**src/rtl/chbd_pkg.sv**
```systemverilog
// Shared types, constants and helpers for the chunked body decoder.
// No dependencies; used by every rtl file by scoped name.
package chbd_pkg;

  localparam int unsigned MaxSizeDigits = 8;
  localparam int unsigned DigitCntW     = 4;
  localparam int unsigned CountW        = 32;
  localparam int unsigned ByteW         = 8;
  localparam int unsigned ModeW         = 2;
  localparam int unsigned CfgIdxW       = 1;

  localparam logic [ByteW-1:0] CharLf = 8'h0A;
  localparam logic [ByteW-1:0] CharCr = 8'h0D;

  localparam logic [CountW-1:0] TrailerLen = 32'd2;

  typedef enum logic [ModeW-1:0] {
    MODE_KNOWN   = 2'd0,
    MODE_UNKNOWN = 2'd1,
    MODE_CHUNKED = 2'd2,
    MODE_DONE    = 2'd3
  } mode_e;

  typedef enum logic [CfgIdxW-1:0] {
    REG_BODY_MODE   = 1'd0,
    REG_BODY_LENGTH = 1'd1
  } reg_idx_e;

  typedef enum logic [1:0] {
    PH_SIZE  = 2'd0,
    PH_DATA  = 2'd1,
    PH_TRAIL = 2'd2
  } phase_e;

  typedef struct packed {
    logic [ByteW-1:0] out_byte;
    logic             out_valid;
    logic             body_done;
    logic             format_error;
  } res_t;

  typedef struct packed {
    logic       valid;
    logic [3:0] value;
  } hex_t;

  function automatic hex_t hex_decode(input logic [ByteW-1:0] c);
    hex_t h;
    h.valid = 1'b1;
    h.value = 4'd0;
    if (c >= 8'h30 && c <= 8'h39) begin
      h.value = c[3:0];
    end else if ((c >= 8'h41 && c <= 8'h46) || (c >= 8'h61 && c <= 8'h66)) begin
      h.value = c[3:0] + 4'd9;
    end else begin
      h.valid = 1'b0;
    end
    return h;
  endfunction

endpackage

```
**src/rtl/chbd_ctrl.sv**
```systemverilog
// Decoder state registers and the per-beat next-state and result logic.
// Depends on chbd_pkg.
module chbd_ctrl (
  input  logic                         clk_i,
  input  logic                         rst_ni,
  input  chbd_pkg::mode_e              body_mode_i,
  input  logic [chbd_pkg::CountW-1:0]  body_length_i,
  input  logic                         beat_i,
  input  logic [chbd_pkg::ByteW-1:0]   data_byte_i,
  input  logic                         segment_end_i,
  output chbd_pkg::res_t               res_o
);

  chbd_pkg::phase_e                   phase_q, phase_d;
  logic [chbd_pkg::DigitCntW-1:0]     digit_cnt_q, digit_cnt_d;
  logic [chbd_pkg::CountW-1:0]        size_q, size_d;
  logic [chbd_pkg::CountW-1:0]        remaining_q, remaining_d;
  logic [chbd_pkg::CountW-1:0]        sent_q, sent_d;
  logic                               finished_q, finished_d;
  logic                               error_q, error_d;
  logic [chbd_pkg::CountW-1:0]        rem_dec;
  chbd_pkg::hex_t                     hex;

  always_comb begin
    phase_d     = phase_q;
    digit_cnt_d = digit_cnt_q;
    size_d      = size_q;
    remaining_d = remaining_q;
    sent_d      = sent_q;
    finished_d  = finished_q;
    error_d     = error_q;
    rem_dec     = remaining_q - 32'd1;
    hex         = chbd_pkg::hex_decode(data_byte_i);
    res_o       = '0;

    if (!finished_q && !error_q && body_mode_i != chbd_pkg::MODE_DONE) begin
      sent_d = sent_q + 32'd1;
      if (body_mode_i == chbd_pkg::MODE_KNOWN || body_mode_i == chbd_pkg::MODE_UNKNOWN) begin
        res_o.out_byte  = data_byte_i;
        res_o.out_valid = 1'b1;
        if (body_mode_i == chbd_pkg::MODE_KNOWN && segment_end_i &&
            sent_d == body_length_i) begin
          finished_d      = 1'b1;
          res_o.body_done = 1'b1;
        end
      end else begin
        case (phase_q)
          chbd_pkg::PH_DATA: begin
            res_o.out_byte  = data_byte_i;
            res_o.out_valid = 1'b1;
            remaining_d     = rem_dec;
            if (rem_dec == '0) begin
              phase_d     = chbd_pkg::PH_TRAIL;
              remaining_d = chbd_pkg::TrailerLen;
            end
          end
          chbd_pkg::PH_TRAIL: begin
            remaining_d = rem_dec;
            if (rem_dec == '0) begin
              phase_d     = chbd_pkg::PH_SIZE;
              digit_cnt_d = '0;
              size_d      = '0;
            end
          end
          default: begin
            if (data_byte_i == chbd_pkg::CharLf) begin
              if (digit_cnt_q == '0) begin
                error_d = 1'b1;
              end else if (size_q == '0) begin
                finished_d      = 1'b1;
                res_o.body_done = 1'b1;
                phase_d         = chbd_pkg::PH_DATA;
              end else begin
                phase_d     = chbd_pkg::PH_DATA;
                remaining_d = size_q;
              end
            end else if (data_byte_i != chbd_pkg::CharCr) begin
              if (!hex.valid ||
                  digit_cnt_q >= chbd_pkg::DigitCntW'(chbd_pkg::MaxSizeDigits) ||
                  size_q[chbd_pkg::CountW-1 -: 4] != 4'd0) begin
                error_d = 1'b1;
              end else begin
                size_d      = {size_q[chbd_pkg::CountW-5:0], hex.value};
                digit_cnt_d = digit_cnt_q + 4'd1;
              end
            end
          end
        endcase
      end
    end
    res_o.format_error = error_d;
  end

  always_ff @(posedge clk_i or negedge rst_ni) begin
    if (!rst_ni) begin
      phase_q     <= chbd_pkg::PH_SIZE;
      digit_cnt_q <= '0;
      size_q      <= '0;
      remaining_q <= '0;
      sent_q      <= '0;
      finished_q  <= 1'b0;
      error_q     <= 1'b0;
    end else if (beat_i) begin
      phase_q     <= phase_d;
      digit_cnt_q <= digit_cnt_d;
      size_q      <= size_d;
      remaining_q <= remaining_d;
      sent_q      <= sent_d;
      finished_q  <= finished_d;
      error_q     <= error_d;
    end
  end

endmodule

```
**src/rtl/chbd_out_buf.sv**
```systemverilog
// Two-entry result buffer that parts the input and output handshakes.
// Depends on chbd_pkg.
module chbd_out_buf (
  input  logic           clk_i,
  input  logic           rst_ni,
  input  logic           push_i,
  input  chbd_pkg::res_t push_data_i,
  output logic           full_o,
  output logic           valid_o,
  input  logic           stall_i,
  output chbd_pkg::res_t data_o
);

  chbd_pkg::res_t mem_q [2];
  logic           wr_ptr_q, rd_ptr_q;
  logic [1:0]     count_q;
  logic           pop;

  assign pop     = valid_o && !stall_i;
  assign valid_o = count_q != 2'd0;
  assign full_o  = count_q == 2'd2;
  assign data_o  = mem_q[rd_ptr_q];

  always_ff @(posedge clk_i) begin
    if (push_i) begin
      mem_q[wr_ptr_q] <= push_data_i;
    end
  end

  always_ff @(posedge clk_i or negedge rst_ni) begin
    if (!rst_ni) begin
      wr_ptr_q <= 1'b0;
      rd_ptr_q <= 1'b0;
      count_q  <= 2'd0;
    end else begin
      if (push_i) begin
        wr_ptr_q <= ~wr_ptr_q;
      end
      if (pop) begin
        rd_ptr_q <= ~rd_ptr_q;
      end
      if (push_i && !pop) begin
        count_q <= count_q + 2'd1;
      end else if (pop && !push_i) begin
        count_q <= count_q - 2'd1;
      end
    end
  end

endmodule

```
**src/rtl/http_chunked_body_decoder.sv**
```systemverilog
// HTTP/1.1 response body decoder: known length, unknown length and chunked.
// Each result beat is registered in the two-entry result buffer before it is presented.
// Throughput: one beat per cycle; the two-entry result buffer stalls input when full.
// Reset: asynchronous, active low; clears config, decoder state and buffer.
// Instantiates chbd_ctrl and chbd_out_buf; depends on chbd_pkg.
module http_chunked_body_decoder (
  input  logic                               clk_i,
  input  logic                               rst_ni,
  input  logic                               cfg_we_i,
  input  logic [chbd_pkg::CfgIdxW-1:0]       cfg_idx_i,
  input  logic [chbd_pkg::CountW-1:0]        cfg_data_i,
  input  logic                               in_valid_i,
  output logic                               in_stall_o,
  input  logic [chbd_pkg::ByteW-1:0]         data_byte_i,
  input  logic                               segment_end_i,
  output logic                               res_valid_o,
  input  logic                               res_stall_i,
  output logic [chbd_pkg::ByteW-1:0]         out_byte_o,
  output logic                               out_valid_o,
  output logic                               body_done_o,
  output logic                               format_error_o
);

  chbd_pkg::mode_e              body_mode_q;
  logic [chbd_pkg::CountW-1:0]  body_length_q;
  logic                         beat;
  logic                         full;
  chbd_pkg::res_t               res;
  chbd_pkg::res_t               res_out;

  always_ff @(posedge clk_i or negedge rst_ni) begin
    if (!rst_ni) begin
      body_mode_q   <= chbd_pkg::MODE_KNOWN;
      body_length_q <= '0;
    end else if (cfg_we_i) begin
      case (chbd_pkg::reg_idx_e'(cfg_idx_i))
        chbd_pkg::REG_BODY_MODE:   body_mode_q   <= chbd_pkg::mode_e'(cfg_data_i[1:0]);
        chbd_pkg::REG_BODY_LENGTH: body_length_q <= cfg_data_i;
        default: begin
        end
      endcase
    end
  end

  assign in_stall_o = full;
  assign beat       = in_valid_i && !full;

  chbd_ctrl u_ctrl (
    .clk_i         (clk_i),
    .rst_ni        (rst_ni),
    .body_mode_i   (body_mode_q),
    .body_length_i (body_length_q),
    .beat_i        (beat),
    .data_byte_i   (data_byte_i),
    .segment_end_i (segment_end_i),
    .res_o         (res)
  );

  chbd_out_buf u_out_buf (
    .clk_i       (clk_i),
    .rst_ni      (rst_ni),
    .push_i      (beat),
    .push_data_i (res),
    .full_o      (full),
    .valid_o     (res_valid_o),
    .stall_i     (res_stall_i),
    .data_o      (res_out)
  );

  assign out_byte_o     = res_out.out_byte;
  assign out_valid_o    = res_out.out_valid;
  assign body_done_o    = res_out.body_done;
  assign format_error_o = res_out.format_error;

endmodule

```
**config.mk**
```make
export PLATFORM = sky130hd
export DESIGN_NAME = http_chunked_body_decoder
export DESIGN_NICKNAME = d
export VERILOG_FILES = /design/src/rtl/chbd_pkg.sv /design/src/rtl/chbd_ctrl.sv /design/src/rtl/chbd_out_buf.sv /design/src/rtl/http_chunked_body_decoder.sv
export SDC_FILE = /design/constraint.sdc
export NUM_CORES = 1
export LEC_CHECK = 0
export BUFFER_PORTS_ARGS = -buffer_cell sky130_fd_sc_hd__buf_2
export CAP_MARGIN = 10
export CORE_ASPECT_RATIO = 0.75
export CORE_MARGIN = 2
export CORE_UTILIZATION = 62
export CTS_BUF_LIST = sky130_fd_sc_hd__clkbuf_16
export CTS_CLUSTER_DIAMETER = 200
export DETAILED_ROUTE_END_ITERATION = 8
export PLACE_DENSITY = 0.81
export SLEW_MARGIN = 20
export SYNTH_ARGS = -nofsm -noshare
export SYNTH_HDL_FRONTEND = slang
export SYNTH_SLANG_ARGS = --single-unit
```
**constraint.sdc**
```tcl
create_clock -name clk_i -period 3.7 [get_ports clk_i]
set_input_delay 0.74 -clock clk_i [delete_from_list [all_inputs] [get_ports clk_i]]
set_output_delay 0.74 -clock clk_i [all_outputs]
set_load 0.01 [all_outputs]
```
# [Word level (Yosys, flattened, before mapping)]
# Memories as Yosys holds them, arrays and structs flattened.
# Cells that the tools add are included.
[word_totals] ff_bits=142 latch_bits=0 mem_bits_rw=22 mem_bits_ro=0 input_bits=47 output_inout_bits=13 wordCells=138 memories=1
[mem_list] memory="u_out_buf.mem_q" depth=2 word_bits=11 rd=1 rd_clocked_by_memory_dff=0 write_ports=1 line="chbd_out_buf.sv:14" text="chbd_pkg::res_t mem_q [2];"
[op_classes] n_addsub=6 multipliers=0 div_mod_pow=0 order_cmp=7 eq_ne=17 n_shift=0 n_mux=49 n_bitwise=5 n_reduce_logical=41
[ops] operator="2-to-1 mux 32 bit" n=8
[ops] operator="one-hot mux 32 bit (2 select lines)" n=2
[ops] operator="logical NOT 32 bit" n=2
[ops] operator="adder 32 x 1 -> 32 bit (second input constant)" n=1
[ops] operator="== test 32 bit" n=1
[ops] operator="subtractor 32 x 1 -> 32 bit (second input constant)" n=1
[ops] operator="2-to-1 mux 4 bit" n=6
[ops] operator="2-to-1 mux 1 bit" n=22
[ops] operator="2-to-1 mux 10 bit" n=2
[ops] operator="greater-or-equal comparator 8 x 7 -> 1 bit (second input constant)" n=2
[ops] operator="<= comparator 8 x 7 -> 1 bit (second input constant)" n=2
[ops] operator="AND reduction 7 bit" n=2
[ops] operator="2-to-1 mux 2 bit" n=6
[ops] operator="logical AND 1 bit" n=11
[ops] operator="nonzero test 2 bit" n=5
[ops] operator="2-to-1 mux 9 bit" n=1
[ops] operator="== test 8 x 4 -> 1 bit (second input constant)" n=1
[ops] operator="greater-or-equal comparator 8 x 6 -> 1 bit (second input constant)" n=1
[ops] operator="<= comparator 8 x 6 -> 1 bit (second input constant)" n=1
[ops] operator="inequality test 2 x 1 -> 1 bit (second input constant)" n=4
[ops] operator="inequality test 2 bit (second input constant)" n=4
[ops] operator="inequality test 8 x 4 -> 1 bit (second input constant)" n=1
[ops] operator="one-hot mux 4 bit (2 select lines)" n=1
[ops] operator="AND reduction 8 bit" n=1
[ops] operator="19 further kinds" n=37

# [Longest topological paths before layout]
# Gate-level depths: netlist of the first run.
[logic_depth] word_depth=14 depth_mapped=12 mapped_depth_nobuf=10

# [Cells and area by module]
# Synthesis of the first run repeated with hierarchy kept, for this count alone.
[hier_totals] cells_unflattened=1004 hier_area_um2=9840.7
[modules_own_cells] mod="chbd_ctrl" instances=1 cells_each=880 area_each_um2=7439.6 seq_area_each_um2=2602.5
[modules_own_cells] mod="http_chunked_body_decoder" instances=1 cells_each=74 area_each_um2=1398.8 seq_area_each_um2=850.8
[modules_own_cells] mod="chbd_out_buf" instances=1 cells_each=50 area_each_um2=1002.2 seq_area_each_um2=760.7

# [Worst setup path before layout of the first run]
# Ideal clock, no wire load.
[synth_timing] kind="input -> register" from="input port data_byte_i[0] (netlist name)" to="register u_ctrl.digit_cnt_q[1] (netlist name)" setup_ns=0.121 arrival_time_ns=3.049 required_time_ns=3.579 slack_ns=0.530 stages=10 path_buffers=1 cell_sequence="inv_1 ha_1 o21bai_1 a2111oi_1 a31oi_1 nor4bb_1 o21a_1 o21ai_4 buf_6 a22o_1"
[synth_between] elab_chain_len=10 elab_cells_between_ends=21 cone_classes="order compare: 6; eq/ne: 4; mux: 2; reduce/logical: 9"
[synth_lines] item="start, declared" line="http_chunked_body_decoder.sv:14" text="input logic [chbd_pkg::ByteW-1:0] data_byte_i,"
[synth_lines] item="greater-or-equal comparator 8 x 7 -> 1 bit / <= comparator 8 x 7 -> 1 bit (equally long branches)" line="chbd_pkg.sv:53" text="end else if ((c >= 8'h41 && c <= 8'h46) || (c >= 8'h61 && c <= 8'h66)) begin"
[synth_lines] item="logical AND 1 bit" line="chbd_pkg.sv:53"
[synth_lines] item="logical OR 1 bit" line="chbd_pkg.sv:53"
[synth_lines] item="2-to-1 mux 1 bit" line="chbd_pkg.sv:53"
[synth_lines] item="2-to-1 mux 1 bit" line="chbd_pkg.sv:51" text="if (c >= 8'h30 && c <= 8'h39) begin"
[synth_lines] item="logical NOT 1 bit" line="chbd_ctrl.sv:78" text="if (!hex.valid ||"
[synth_lines] item="logical OR 1 bit" line="chbd_ctrl.sv:78"
[synth_lines] item="logical OR 1 bit" line="chbd_ctrl.sv:79" text="digit_cnt_q >= chbd_pkg::DigitCntW'(chbd_pkg::MaxSizeDigits) ||"
[synth_lines] item="inequality test 2 bit (no source line)"
[synth_lines] item="AND reduction 8 bit (no source line) *"
[synth_lines] item="end signal, assigned" line="chbd_ctrl.sv:105" text="digit_cnt_q <= digit_cnt_d;"
[synth_lines] item="end, declared" line="chbd_ctrl.sv:15" text="logic [chbd_pkg::DigitCntW-1:0] digit_cnt_q, digit_cnt_d;"
# Mark *: on every way between the ends. The rest lies on a longest branch, timed or not.
# A chain may end at the register's enable or synchronous reset.

==> summary.md, run 1 <==
| Metric | Value |
|---|---|
| Final Cycle Share | 95.02% |
| Max-cap viol count | 0 |
| Status | completed |
| Via count | 8171 |
| Hold Slack | roughly 0.32 ns |
| Clk buf depth | 2 |
| Die Wd | 148.8 um |
| Skew-Pair Late Insertion Delay | between 0.4 and 0.5 ns |
| Core footprint | 15320 um2 |
| DP HPWL | ~18 mm |
| Vias in the first global route | 7552 |
| Clock transition at path regs | about 0.070 ns |
| Switching Share | 30.22% |
| CTS tree | done |
| Slew HR | 38.79% |
| Int Pwr | 0.003303 W |
| Critical-path maximum fanout | 10 |
| Layout Cells excl Fill | 1240 |
| 1st-pass router iterations | 6 |
| Fin Setup TNS | 0 ns |
| Post-synth top area cell | dfrtp_1 |
| Final WL | 24.74 mm |
| Global Route Usage Sum | between 30% and 40% |
| CP required | 3.97 ns |
| RSZ-0062 raised after global routing | no |
| Final Cell Area | 10820 um2 |
| CTS hold repair buffers | 0 |
| Row cnt | 39 |
| Seq pwr share | 46.5% |
| Worst Tran Pin Value | 0.9148 ns |
| Crit path DAT | around 3.8 ns |
| H-tree level count | 4 |
| Avg Inst Size Synth | 10.02 um2 |
| F_max | 284.4 MHz |
| Pwr/cell area | about 440 nW/um2 |
| Synth area leaders | dfrtp_1, edfxtp_1, mux2_2 |
| N_diodes | 0 |
| Fin crit period | between 3 and 4 ns |
| DRC | 0 |
| Largest net degree at the start of global routing | 78 |
| Number of CTS-inserted buffers | 17 |
| Post-synth EDFFs | 22 |
| Synth Net Count | 1032 |
| Sequential area share after synthesis | 43.21% |
| First-pass GRT wire length | between 30 and 40 mm |
| Final Hold Viols | 0 |
| Routed WL per cell | 19.95 um |
| Initial antenna violation count | 0 |
| Most common cell in the netlist | dfrtp_1 |
| Post-synth top area share | 36.44% |
| CTS sink cnt | about 160 |
| Starting Density | 63.65% |
| Final setup viols | 0 |
| Synth top cells by count | dfrtp_1, nand2_1, xnor2_1, nor2_1, nand3_1 |
| Yosys warns | 0 |
| Die Area | 16760 um2 |
| Initial detailed-routing violation count | 915 |
| Critical Path End Type | flop |
| Clk network pwr share | 34.6% |
| Clk_skew | 0.01449 ns |
| Worst VDD drop | 0.0003043 V |
| Gate Count Post-Synth | 973 |
| Area Growth Syn to Fin | 11.00% |
| ANT nets after route | 0 |
| Via/cell ratio | 6.590 |
| Synth Cell Area | 9752 um2 |
| PortBufs | 59 |
| Routability Congestion | 0.9595 |
| IO Count | 60 |
| Post-synth ARST share | 86.59% |
| Number of placed cells counting well taps | about 1200 |
| Layout Nets | about 1100 |
| Post-synthesis cell type count | 81 |
| Ys flop type | dfrtp_1 |
| Share of layout cells above drive strength 1 | 20.19% |
| Synth Register Bits | 164 |
| GRT overflow | 0 |
| Die height | roughly 110 um |
| Clock tree root buffer cell | clkbuf_16 |
| Critical path type | reg -> reg |
| Hold WC Path Type | in -> async |
| Final slew viol count | 0 |
| Leak | about 4.3 nW |
| Comb pwr share | 18.9% |
| Placed Instance Area | 10270 um2 |
| Critical Path Start Type | flop |
| Sw Pwr | 0.001430 W |
[worst paths after layout]
| kind | slack, ns | cells after the start | start | end |
|---|---|---|---|---|
| worst max-delay path | 0.18 | 8 | u_ctrl.sent_q[5] | u_out_buf.mem_q[1][1] |
| worst min-delay path | 0.32 | 1 | rst_ni | u_ctrl.sent_q[15] |
| worst max register to register | 0.18 | 8 | u_ctrl.sent_q[5] | u_out_buf.mem_q[1][1] |
| worst min register to register | 0.49 | 1 | u_ctrl.sent_q[31] | u_ctrl.sent_q[31] |
| max in group asynchronous | 2.59 | 2 | rst_ni | u_ctrl.remaining_q[14] |
| min in group clk_i | 0.49 | 1 | u_ctrl.sent_q[31] | u_ctrl.sent_q[31] |
[cells in the final DEF (no fill, tap or decap), types with 16 or more instances in the layout]
master,instances
o211ai_1,18
nand4_1,24
inv_1,27
nand2b_1,16
clkbuf_16,17
mux2_2,50
xor2_1,24
dfrtp_1,142
nor4_1,27
nor3_1,25
edfxtp_1,22
buf_2,58
nand2_1,60
a21oi_1,24
buf_4,35
xnor2_1,60
and2_1,17
o21ai_0,26
a22o_1,29
nor2_1,56
nand3_1,52
[final cells by class]
class                   count  area (um2)
clock inverters            15       106.4
multi-input cells         718        5140
clock buffers              17       425.4
well taps                 205       256.5
fillers                  1177        4498
flip-flops and latches    164        4214
inverters                  26       97.59
repair buffers             95       584.3
[per-layer routing]
layer | global-route usage [%] | vias up | part of all wire [%]
met1 | 47.87 | 4028 | 47
met2 | 42.28 | 384 | 42
met3 | 7.642 | 34 | 10
li1 | - | 3725 | -
met5 | 0 | - | 0
met4 | 7.111 | 0 | 1.3
[what timing repair did]
action / in CTS / in global routing
setup endpoints to repair: 0 / 50
gates resized for setup: 0 / 1
buffers inserted: 0 / 2
[sequential cells by signal, summed over array words and instances (netlist names)]
| name | flops |
|---|---|
| body_length_q | 32 |
| u_ctrl.remaining_q | 32 |
| u_ctrl.sent_q | 32 |
| u_ctrl.size_q | 32 |
| u_out_buf.mem_q | 22 |
| u_ctrl.digit_cnt_q | 4 |
| body_mode_q | 2 |
| u_ctrl.phase_q | 2 |
| u_out_buf.count_q | 2 |
| u_ctrl.error_q | 1 |
| u_ctrl.finished_q | 1 |
| u_out_buf.rd_ptr_q | 1 |
| u_out_buf.wr_ptr_q | 1 |
[power by group through the flow]
| stage | Clock (W) | Sequential [W] | Combinational, W |
|---|---|---|---|
| 3_5_place_dp | 0 | 0.00223 | 0.000876 |
| 5_1_grt | 0.00173 | 0.00222 | 0.000981 |
| 4_1_cts | 0.00164 | 0.00220 | 0.000888 |
| 3_3_place_gp | 0 | 0.00222 | 0.000855 |
| 6_report | 0.00164 | 0.00220 | 0.000895 |
| 2_1_floorplan | 0 | 0.00215 | 0.000661 |
[critical path, stage by stage (launching register included)]
cell and delay [ns]:
dfrtp_1 0.53, nand4_1 0.37, nor3_1 0.58, xnor2_1 0.24
o2111ai_1 0.15, or4_1 0.57, nor4_1 0.54, nand3_1 0.16
a21oi_1 0.21
[stage by stage]
step	util, %	total power [W]	setup slack, ns
after detailed placement	67.01	0.003105	0.1695
after CTS	70.48	0.004730	0.1443
after floorplan	-	0.002812	0.5296
after global placement	67.01	0.003074	0.3714
after global routing	70.64	0.004930	0.08995
final	70.64	0.004733	0.1843
[logic make-up after synthesis]
group / synth area share [%]
AO/OA/AOI/OAI: 15.35
XOR/XNOR: 7.544
adder cells (fa/ha/maj): 1.540
buffers and inverters: 4.183
flip-flops: 43.21
multiplexers: 6.492
AND/OR/NAND/NOR: 21.68
No activity file was read; power rests on OpenSTA's default activity.
==> run 2, diff against run 1 <==
- PLACE_DENSITY: 0.81 -> 0.9
==> run 2 against run 1 <==
Register-to-register slack better by 0.02 ns; total power is 4.2% higher; critical path depth is 4 higher; cell count is 0.16% lower; routed wire length is 3.1% higher; clock power is 11% higher; critical endpoint is now u_ctrl.remaining_q[23]; highest routed layer unchanged.
==> summary.md, run 2 (same netlist as run 1, synthesis figures left out) <==
| Metric | Value |
|---|---|
| Critical-path maximum fanout | 12 |
| Clock transition at path regs | approximately 0.080 ns |
| Die Area | 16760 um2 |
| Slew HR | ~34% |
| 1st-pass router iterations | 5 |
| Final WL | around 26 mm |
| F_max | around 290 MHz |
| Setup ws final | a little over 0.2 ns |
| Initial detailed-routing violation count | 1140 |
| H-tree level count | 4 |
| Global Route Usage Sum | 31.75% |
| Status | completed |
| Via/cell ratio | 6.745 |
| Final slew viol count | 0 |
| Initial antenna violation count | 0 |
| Pre-CTS setup slack | slightly below 0.3 ns |
| Slowest-stage cell, CP | or3b_2 |
| Core footprint | ~15000 um2 |
| GRT overflow | 0 |
| Area Growth Syn to Fin | 11.48% |
| Routability Congestion | 0.9852 |
| Hold WC Path Type | in -> async |
| Critical Path End Type | flop |
| Critical Path Start Type | flop |
| Worst path bufs/invs | 3 |
| Hold Slack | ~0.24 ns |
| PostCTS Resize Cnt | 0 |
| Die height | 112.6 um |
| Fin Setup TNS | 0 ns |
| Pwr/cell area | 453.6 nW/um2 |
| Fin crit period | 3.494 ns |
| Clk_skew | 0.01461 ns |
| Largest net degree at the start of global routing | 89 |
| Final core utilization | 70.95% |
| Routed WL per cell | 20.61 um |
| CTS hold repair buffers | 0 |
| PortBufs | 59 |
| R2R setup slack | 0.21 ns |
| Final setup viols | 0 |
| Crit path DAT | 3.84 ns |
| First-pass GRT wire length | just over 40 mm |
| Final Hold Viols | 0 |
| Critical path's largest stage delay | 0.49 ns |
| Post-CTS Setup Repair Bufs | 0 |
| CTS tree | done |
| Leak | between 4 and 5 nW |
| Worst Tran Pin Value | 0.9847 ns |
| Starting Density | between 60% and 70% |
| IO Count | 60 |
| Skew-Pair Late Insertion Delay | 0.45 ns |
| Row cnt | 39 |
| DP HPWL | 17.94 mm |
| Number of CTS-inserted buffers | 17 |
| Layout Nets | 1079 |
| Commonest non-fill, non-tap cell in the layout | dfrtp_1 |
| Final Cycle Share | 94.42% |
| Share of layout cells above drive strength 1 | 20.14% |
| DRC | 0 |
| Clock tree root buffer cell | clkbuf_16 |
| Largest delay share family, worst path | compound AO/OA/AOI/OAI gates |
| CTS sink cnt | ~160 |
| ANT nets after route | 0 |
| CP cell instances | inv_1 > ha_1 > or3b_2 > nor3_1 > buf_4 > nand4_1 > a21oi_1 > o31ai_4 > a31oi_4 > buf_4 > nor3_1 > o32ai_1 |
| Clk buf depth | 2 |
| Layout Cells excl Fill | around 1200 |
| Max-cap viol count | 0 |
| Most frequent cells in the layout | dfrtp_1, nand2_1, xnor2_1 |
| RSZ-0062 raised after global routing | no |
| Worst VDD drop | 0.0003361 V |
| Critical path type | reg -> reg |
| Via count | 8350 |
| Number of placed cells counting well taps | 1206 |
| Die Wd | 148.8 um |
| Vias in the first global route | 7843 |
| CP required | roughly 4.1 ns |
| N_diodes | 0 |
run 2: final cells by class:
cell class / count / area [um2]
Tap cell: 205 / 256.5
Timing Repair Buffer: 93 / 581.8
Sequential cell: 164 / 4214
Clock inverter: 15 / 166.4
Clock buffer: 17 / 425.4
Inverter: 26 / 97.59
Fill cell: 1061 / 4451
Multi-Input combinational cell: 718 / 5130
run 2: power breakdown:
part | switching [W] | internal (W) | total (W)
sequential | 0.000179 | 0.00203 | 0.00221
clock | 0.000808 | 0.00101 | 0.00182
combinational | 0.000490 | 0.000410 | 0.000900
total | 0.00148 | 0.00345 | 0.00493
run 2: final timing paths:
check,from,endpoint,cells past startpoint
worst max-delay path,u_ctrl.remaining_q[0],u_ctrl.remaining_q[23],12
worst min-delay path,rst_ni,body_length_q[15],1
worst max register to register,u_ctrl.remaining_q[0],u_ctrl.remaining_q[23],12
worst min register to register,u_out_buf.count_q[1],u_out_buf.count_q[1],1
max in group asynchronous,rst_ni,u_ctrl.remaining_q[21],2
min in group clk_i,u_out_buf.count_q[1],u_out_buf.count_q[1],1
run 2: metrics by stage:
stage / total power [W] / instance area [um2]
final: 0.004931 / 10870
after global routing: 0.005113 / 10870
after CTS: 0.004921 / 10870
after detailed placement: 0.003124 / 10280
after global placement: 0.003064 / 10280
after floorplan: 0.002812 / 9752
run 2: layer usage:
layer | share of wire (%) | up-vias | track usage (%)
met5 | 0 | - | 0
met1 | 44 | 4068 | 48.11
li1 | - | 3733 | -
met4 | 2.8 | 0 | 12.51
met3 | 9.7 | 67 | 5.894
met2 | 43 | 482 | 45.37
